==> src/design/lfu_pkg.sv <==
package lfu_pkg;

  localparam int CAPACITY = 16;
  localparam int IDX_W = $clog2(CAPACITY);
  localparam int CNT_W = $clog2(CAPACITY + 1);
  localparam int CAP_W = 5;
  localparam int KEY_W = 32;
  localparam int VAL_W = 32;
  localparam int USE_W = 32;
  localparam logic [CAP_W-1:0] CAP_RESET = CAP_W'(16);

  localparam logic OP_GET = 1'b0;
  localparam logic OP_PUT = 1'b1;

  // controller to datapath
  typedef struct packed {
    logic load;      // latch request, clear scan state
    logic scan;      // examine entry at scan index
    logic commit;    // apply the update
    logic respond;   // drive result strobe
  } lfu_cmd_t;

  // datapath to controller
  typedef struct packed {
    logic scan_last;
  } lfu_sts_t;

endpackage

==> src/design/lfu_cache_table.sv <==
// Channel   Direction  Signals
// config    in         cfg_we, cfg_data (capacity_in_use)
// request   in         start, opcode, lookup_key, store_value; busy back
// result    out        done, hit, read_value, evicted, evicted_key
//
// A request scans every entry in sequence, one entry per cycle, then commits and
// responds; done is registered from the respond state.
// busy is high from the cycle after acceptance until done; one request at a time.
// rst is synchronous: clears valid bits, occupancy, capacity to 16.
// done is a one-cycle strobe; the receiver cannot stall.
module lfu_cache_table (
  input  logic                              clk,
  input  logic                              rst,
  input  logic                              cfg_we,
  input  logic [lfu_pkg::CAP_W-1:0]         cfg_data,
  input  logic                              start,
  output logic                              busy,
  input  logic                              opcode,
  input  logic signed [lfu_pkg::KEY_W-1:0]  lookup_key,
  input  logic signed [lfu_pkg::VAL_W-1:0]  store_value,
  output logic                              done,
  output logic                              hit,
  output logic signed [lfu_pkg::VAL_W-1:0]  read_value,
  output logic                              evicted,
  output logic signed [lfu_pkg::KEY_W-1:0]  evicted_key
);

  lfu_pkg::lfu_cmd_t cmd;
  lfu_pkg::lfu_sts_t sts;

  lfu_ctrl u_ctrl (
    .clk(clk), .rst(rst), .start(start), .sts(sts), .busy(busy), .cmd(cmd)
  );

  lfu_dp u_dp (
    .clk(clk), .rst(rst), .cmd(cmd), .sts(sts),
    .cfg_we(cfg_we), .cfg_data(cfg_data),
    .opcode(opcode), .lookup_key(lookup_key), .store_value(store_value),
    .done(done), .hit(hit), .read_value(read_value),
    .evicted(evicted), .evicted_key(evicted_key)
  );

endmodule

==> src/design/lfu_ctrl.sv <==
module lfu_ctrl (
  input  logic              clk,
  input  logic              rst,
  input  logic              start,
  input  lfu_pkg::lfu_sts_t sts,
  output logic              busy,
  output lfu_pkg::lfu_cmd_t cmd
);

  localparam logic [1:0] S_IDLE = 2'd0;
  localparam logic [1:0] S_SCAN = 2'd1;
  localparam logic [1:0] S_COMMIT = 2'd2;
  localparam logic [1:0] S_RESP = 2'd3;

  logic [1:0] state;
  logic [1:0] state_next;

  // next state
  always_comb begin
    state_next = state;
    case (state)
      S_IDLE:   if (start) state_next = S_SCAN;
      S_SCAN:   if (sts.scan_last) state_next = S_COMMIT;
      S_COMMIT: state_next = S_RESP;
      S_RESP:   state_next = S_IDLE;
      default:  state_next = S_IDLE;
    endcase
  end

  always_ff @(posedge clk) begin
    if (rst) state <= S_IDLE;
    else state <= state_next;
  end

  assign busy = (state != S_IDLE);
  assign cmd.load = (state == S_IDLE) && start;
  assign cmd.scan = (state == S_SCAN);
  assign cmd.commit = (state == S_COMMIT);
  assign cmd.respond = (state == S_RESP);

  a_load_leaves_idle: assert property (@(posedge clk) disable iff (rst)
    cmd.load |=> cmd.scan) else $error("load did not enter scan");
  a_commit_then_resp: assert property (@(posedge clk) disable iff (rst)
    cmd.commit |=> cmd.respond) else $error("commit not followed by respond");
  a_one_cmd: assert property (@(posedge clk) disable iff (rst)
    $onehot0({cmd.scan, cmd.commit, cmd.respond})) else $error("overlapping commands");

endmodule

==> src/design/lfu_dp.sv <==
module lfu_dp (
  input  logic                              clk,
  input  logic                              rst,
  input  lfu_pkg::lfu_cmd_t                 cmd,
  output lfu_pkg::lfu_sts_t                 sts,
  input  logic                              cfg_we,
  input  logic [lfu_pkg::CAP_W-1:0]         cfg_data,
  input  logic                              opcode,
  input  logic signed [lfu_pkg::KEY_W-1:0]  lookup_key,
  input  logic signed [lfu_pkg::VAL_W-1:0]  store_value,
  output logic                              done,
  output logic                              hit,
  output logic signed [lfu_pkg::VAL_W-1:0]  read_value,
  output logic                              evicted,
  output logic signed [lfu_pkg::KEY_W-1:0]  evicted_key
);

  localparam int N = lfu_pkg::CAPACITY;
  localparam int IW = lfu_pkg::IDX_W;
  localparam int CW = lfu_pkg::CNT_W;

  // entry store: read by the scan mux at the scan index; commit also reads found, victim and all ranks
  logic [N-1:0]                 vld;
  logic [lfu_pkg::KEY_W-1:0]    key_q [N];
  logic [lfu_pkg::VAL_W-1:0]    val_q [N];
  logic [lfu_pkg::USE_W-1:0]    use_q [N];
  logic [IW-1:0]                rank_q [N];
  logic [CW-1:0]                occ;
  logic [lfu_pkg::CAP_W-1:0]    cap_reg;

  // latched request
  logic                         op_r;
  logic [lfu_pkg::KEY_W-1:0]    key_r;
  logic [lfu_pkg::VAL_W-1:0]    val_r;

  // scan state
  logic [IW-1:0]                idx;
  logic                         fnd;
  logic [IW-1:0]                fnd_idx;
  logic                         vic_got;
  logic [IW-1:0]                vic_idx;
  logic [lfu_pkg::USE_W-1:0]    vic_use;
  logic [IW-1:0]                vic_rank;
  logic                         fre_got;
  logic [IW-1:0]                fre_idx;

  // capacity register
  always_ff @(posedge clk) begin
    if (rst) cap_reg <= lfu_pkg::CAP_RESET;
    else if (cfg_we) cap_reg <= cfg_data;
  end

  logic [CW-1:0] cap_eff;
  always_comb begin
    if (32'(cap_reg) > N) cap_eff = CW'(N);
    else cap_eff = CW'(cap_reg);
  end

  assign sts.scan_last = (idx == IW'(N - 1));

  // scan: one entry per cycle, key match, victim and free slot
  logic better;
  always_comb begin
    better = !vic_got || (use_q[idx] < vic_use) ||
             ((use_q[idx] == vic_use) && (rank_q[idx] > vic_rank));
  end

  always_ff @(posedge clk) begin
    if (rst) begin
      idx <= '0;
      fnd <= 1'b0;
      vic_got <= 1'b0;
      fre_got <= 1'b0;
    end else if (cmd.load) begin
      idx <= '0;
      fnd <= 1'b0;
      vic_got <= 1'b0;
      fre_got <= 1'b0;
    end else if (cmd.scan) begin
      idx <= idx + 1'b1;
      if (vld[idx]) begin
        if (!fnd && key_q[idx] == key_r) begin
          fnd <= 1'b1;
          fnd_idx <= idx;
        end
        if (better) begin
          vic_got <= 1'b1;
          vic_idx <= idx;
          vic_use <= use_q[idx];
          vic_rank <= rank_q[idx];
        end
      end else if (!fre_got) begin
        fre_got <= 1'b1;
        fre_idx <= idx;
      end
    end
  end

  always_ff @(posedge clk) begin
    if (cmd.load) begin
      op_r <= opcode;
      key_r <= lookup_key;
      val_r <= store_value;
    end
  end

  // commit decisions
  logic ins, do_ev;
  logic [IW-1:0] slot;
  always_comb begin
    do_ev = 1'b0;
    ins = 1'b0;
    slot = fre_idx;
    if (!fnd && op_r == lfu_pkg::OP_PUT && cap_eff != '0) begin
      if (occ >= cap_eff && vic_got) begin
        do_ev = 1'b1;
        ins = 1'b1;
        slot = vic_idx;
      end else if (fre_got) begin
        ins = 1'b1;
      end
    end
  end

  // entry update
  always_ff @(posedge clk) begin
    if (rst) begin
      vld <= '0;
      occ <= '0;
    end else if (cmd.commit) begin
      if (fnd) begin
        for (int i = 0; i < N; i++)
          if (vld[i] && rank_q[i] < rank_q[fnd_idx]) rank_q[i] <= rank_q[i] + 1'b1;
        rank_q[fnd_idx] <= '0;
        if (use_q[fnd_idx] != '1) use_q[fnd_idx] <= use_q[fnd_idx] + 1'b1;
        if (op_r == lfu_pkg::OP_PUT) val_q[fnd_idx] <= val_r;
      end else if (ins) begin
        // evict-then-insert: entries older than victim keep rank+1-1 net
        for (int i = 0; i < N; i++)
          if (vld[i] && IW'(i) != slot) begin
            if (!do_ev || rank_q[i] < vic_rank) rank_q[i] <= rank_q[i] + 1'b1;
          end
        vld[slot] <= 1'b1;
        key_q[slot] <= key_r;
        val_q[slot] <= val_r;
        use_q[slot] <= '0;
        rank_q[slot] <= '0;
        if (!do_ev) occ <= occ + 1'b1;
      end
    end
  end

  // result register
  always_ff @(posedge clk) begin
    if (rst) done <= 1'b0;
    else done <= cmd.respond;
  end

  always_ff @(posedge clk) begin
    if (cmd.commit) begin
      hit <= fnd;
      read_value <= (fnd && op_r == lfu_pkg::OP_GET) ? val_q[fnd_idx] : '1;
      evicted <= do_ev;
      evicted_key <= do_ev ? key_q[vic_idx] : '0;
    end
  end

  a_occ_bound: assert property (@(posedge clk) disable iff (rst)
    occ <= CW'(N)) else $error("occupancy over capacity");
  a_occ_matches: assert property (@(posedge clk) disable iff (rst)
    32'(occ) == $countones(vld)) else $error("occupancy and valid bits disagree");
  a_ev_is_miss: assert property (@(posedge clk) disable iff (rst)
    cmd.commit && do_ev |-> !fnd) else $error("eviction on hit");

endmodule

==> config.mk <==
export PLATFORM = sky130hd
export DESIGN_NAME = lfu_cache_table
export DESIGN_NICKNAME = d
export VERILOG_FILES = /design/src/design/lfu_pkg.sv /design/src/design/lfu_cache_table.sv /design/src/design/lfu_ctrl.sv /design/src/design/lfu_dp.sv
export SDC_FILE = /design/constraint.sdc
export NUM_CORES = 2
export LEC_CHECK = 0
export ABC_AREA = 1
export BUFFER_PORTS_ARGS = -buffer_cell sky130_fd_sc_hd__buf_4
export CORE_MARGIN = 2
export CORE_UTILIZATION = 45
export CTS_CLUSTER_SIZE = 28
export DETAILED_ROUTE_END_ITERATION = 10
export PLACE_DENSITY = 0.56
export SLEW_MARGIN = 0
export SYNTH_ARGS = -nofsm -noshare
export SYNTH_HDL_FRONTEND = slang
export SYNTH_HIERARCHICAL = 1
export SYNTH_SLANG_ARGS = --single-unit
==> constraint.sdc <==
create_clock -name clk -period 11.5 [get_ports clk]
set_input_delay 0.575 -clock clk [delete_from_list [all_inputs] [get_ports clk]]
set_output_delay 0.575 -clock clk [all_outputs]
set_load 0.02 [all_outputs]
==> results.md <==
- Clk Tree Root Cell: clkbuf_16
- Syn Area/Cell: 10.3 sq um
- Ys Warns: 6
- Max VDD drop: 140 uV
- R2R Setup Slk: 4940 ps
- Synthesis-to-finish area growth: 11.6%
- Post-route cell area: 97,100 sq um
- Critical Path Sink Type: register
- Clk_lat worst skew: 860 ps
- Fin Hold WS: 128 ps
- Final-report setup violation count: 0
- Initial antenna violation count: 2
- Port-buffer cells: 141
- Worst path slowest cell: buf_4
- ANT nets after route: 0
- Regs by FF count: u_dp/key_q: 512 flops, u_dp/use_q: 512 flops, u_dp/val_q: 512 flops
- Worst Path Required: 12,010 ps
- Cell area after synthesis: 87,000 sq um
- Clk buf depth: 3
- Critical path type: reg -> reg
- Nets: 8,654
- H-tree depth: 4
- MaxCap Viol Count: 0
- Starting Density: 45.2%
- Buf+Inv Stages, Crit Path: 5
- DR vias: 66,100
- Largest area contributor in the netlist: edfxtp_1
- WL final: 271 mm
- Final hold violation count: 0
- Mapped Nets: 8,681
- CP peak stage delay: 790 ps
- Share of cells above drive strength 1: 8.00%
- Drt initial violations: 7,034
- DR pass1 iterations: 6
- Distinct cells, synth: 43
- Startpoint Class: register
- Hold_sp: start
- Ys async rst share: 0%
- HP Class: in -> reg
- Post-synthesis cell count: 8,446
- Die Y: 444 um
- Grt ovf: 0
- Final worst path period share: 57.0%
- Area of the die: 197,000 sq um
- CP delay by family, top: buffers and inverters
- Register bit total from synthesis: 1,823
- Chip Width: 444 um
- Clock Sinks: 1,823
- Top cell type's share of synthesized area: 59.2%
- Crit Path Max Fanout: 97
- Data arrival, critical path: 7070 ps
- RSZ-0062 raised after global routing: no
- Per-cell routed wire length: 24.4 um
- Row cnt: 161
- Status: complete, no violations
- Largest net degree at the start of global routing: 197
- Vias in the first global route: 63,300
- Fmax achieved: 0.153 GHz
- PwrDens: 167 nW/um^2
- Detailed-placement wirelength estimate: 141 mm
- Synth top area cells: edfxtp_1, o21ai_0, nand2_1
- Post-DP Area: 90,200 sq um
- First-pass GRT wire length: 400 mm
- Ys flop type: edfxtp_1
- Seq/Total Area, Yosys: 61.7%
- Final min period: 6560 ps
- Cts bufs inserted: 197
- Clk_skew: 29.1 ps
- Worst reg2reg endpoint: u_dp/vic_idx[2]
- Tot Pwr: 16.2 mW
- Slew Limit Headroom: 20.7%
- Worst Hold Endpoint: u_ctrl/state[1]
- Worst hold stages: 5
- Final TNS setup: 0 ps
- Post-layout util: 50.5%
- CTS clock-pin slew for the worst setup and hold paths: 60 ps
- Core area: 192,000 sq um
- Leak Pwr: 34.5 nW
- Drt via density: 5.95
- R2R cell count: 18
- # DRC: 0
- Cell mode on critical path: buf_4
- Slew at the pin closest to its max-slew limit: 1190 ps
- CTS tree: done
- Final Slew Violations: 0
- Io pins: 142
- Post-synth EDFFs: 1,715
- GRT Util Overall: 26.8%
- Crit path cell chain: buf_4 > buf_4 > buf_4 > nor2_1 > o21ai_0 > o22ai_1 > o21ai_0 > ha_1 > nand2_1 > inv_1 > nand3_1 > a31oi_1 > a2111oi_0 > nand2_1 > nand3_1 > nand2_1 > a21oi_4 > buf_4
- Gpl congestion: 0.885
worst max-delay path by stage:
| stage | from | end | slack (ps) | depth (start not counted) |
|---|---|---|---|---|
| after global placement | register | u_dp/vic_idx[0] | 4950 | 18 |
| after CTS | register | u_dp/vic_idx[2] | 5010 | 18 |
| final | register | u_dp/vic_idx[2] | 4940 | 18 |
| after detailed placement | register | u_dp/vic_idx[2] | 5010 | 18 |
| after global routing | register | u_dp/vic_idx[2] | 4570 | 19 |
| after floorplan | register | u_dp/vic_idx[0] | 6210 | 20 |
synthesized netlist by cell type, types with 4 or more instances:
master    number
edfxtp_1    1715
o21ai_0     1120
nand2_1     1077
nor2_1       903
inv_1        657
nand3_1      655
a21oi_1      532
clkbuf_1     347
o211ai_1     317
o221ai_1     166
ha_1         161
buf_2        116
dfxtp_1      108
mux2i_1       96
a211oi_1      62
buf_1         51
o22ai_1       45
buf_4         43
or2_2         40
o32ai_1       32
o21ai_1       31
a31oi_1       25
xor2_1        24
nor2_2        23
nand4_1       13
xnor2_1       12
buf_6         10
nand3b_1      10
nor3_1        10
inv_2          9
a21boi_0       8
clkinv_1       5
nand2_2        4
nor2_4         4
metal layers:
metal	up-vias	share of wire (%)	GRT usage, %	wire [um]
met5	-	0	0	0
met4	0	3.7	10.5	10100
met3	619	7.3	3.66	19800
met2	2925	47	44.1	128000
met1	32300	42	36.1	113000
li1	30300	-	-	-
worst reg2reg max path: stages, from the launching register on:
cell	delay (ps)
dfxtp_4	760
buf_4	710
buf_4	750
buf_4	820
nor2_1	200
o21ai_0	230
o22ai_1	110
o21ai_0	440
ha_1	340
nand2_1	60
inv_1	50
nand3_1	60
a31oi_1	70
a2111oi_0	270
nand2_1	160
nand3_1	100
nand2_1	80
a21oi_4	500
buf_4	490
power breakdown:
part | leakage (nW) | internal, mW | switching [mW]
Sequential | 16.2 | 7.56 | 0.277
Combinational | 15.2 | 0.638 | 1.55
Clock | 3.04 | 3.48 | 2.69
logic make-up after synthesis:
logic type                 Yosys count  synth area share, %
AOI/OAI and AO/OA                 2344                 15.6
buffers and inverters             1238                 5.78
adders and majority gates          161                 2.32
DFF                               1823                 61.7
xor gates and xnor gates            36                0.362
muxes                               96                 1.10
and+or+nand+nor                   2748                 13.2
through the flow:
| stage | cells | worst slack (ps) |
|---|---|---|
| final | 11100 | 4940 |
| after global routing | 11100 | 4570 |
| after CTS | 11100 | 5010 |
| after detailed placement | 10700 | 5010 |
| after global placement | 10700 | 4950 |
| after floorplan | 8446 | 6210 |
cell usage in the layout, fill, tap and decap left out, drive strengths merged, types with 241 or more instances in the layout:
master / synthesis / layout
a21oi: 532 / 532
buf: 220 / 268
clkbuf: 347 / 241
edfxtp: 1715 / 1715
inv: 666 / 672
nand2: 1081 / 1081
nand3: 658 / 658
nor2: 930 / 930
o211ai: 317 / 317
o21ai: 1151 / 1151
final cells by class:
type	instances	area [sq um]
fillers	17000	95300
flip-flops and latches	1823	53700
multi-input cells	5385	28700
clock buffers	241	5150
well taps	2526	3160
repair buffers	341	2820
inverters	671	2560
clock inverters	124	1050
diodes	1	2.50
repair_timing:
| item | in CTS | in global routing |
|---|---|---|
| hold buffers | 73 | 0 |
| setup buffers | 0 | 0 |
| endpoints found under the hold margin | 70 | 0 |
| endpoints found under the setup margin | 0 | 0 |
| gates resized for setup | 0 | 0 |
Note: power is estimated with default switching activity, not from simulation.
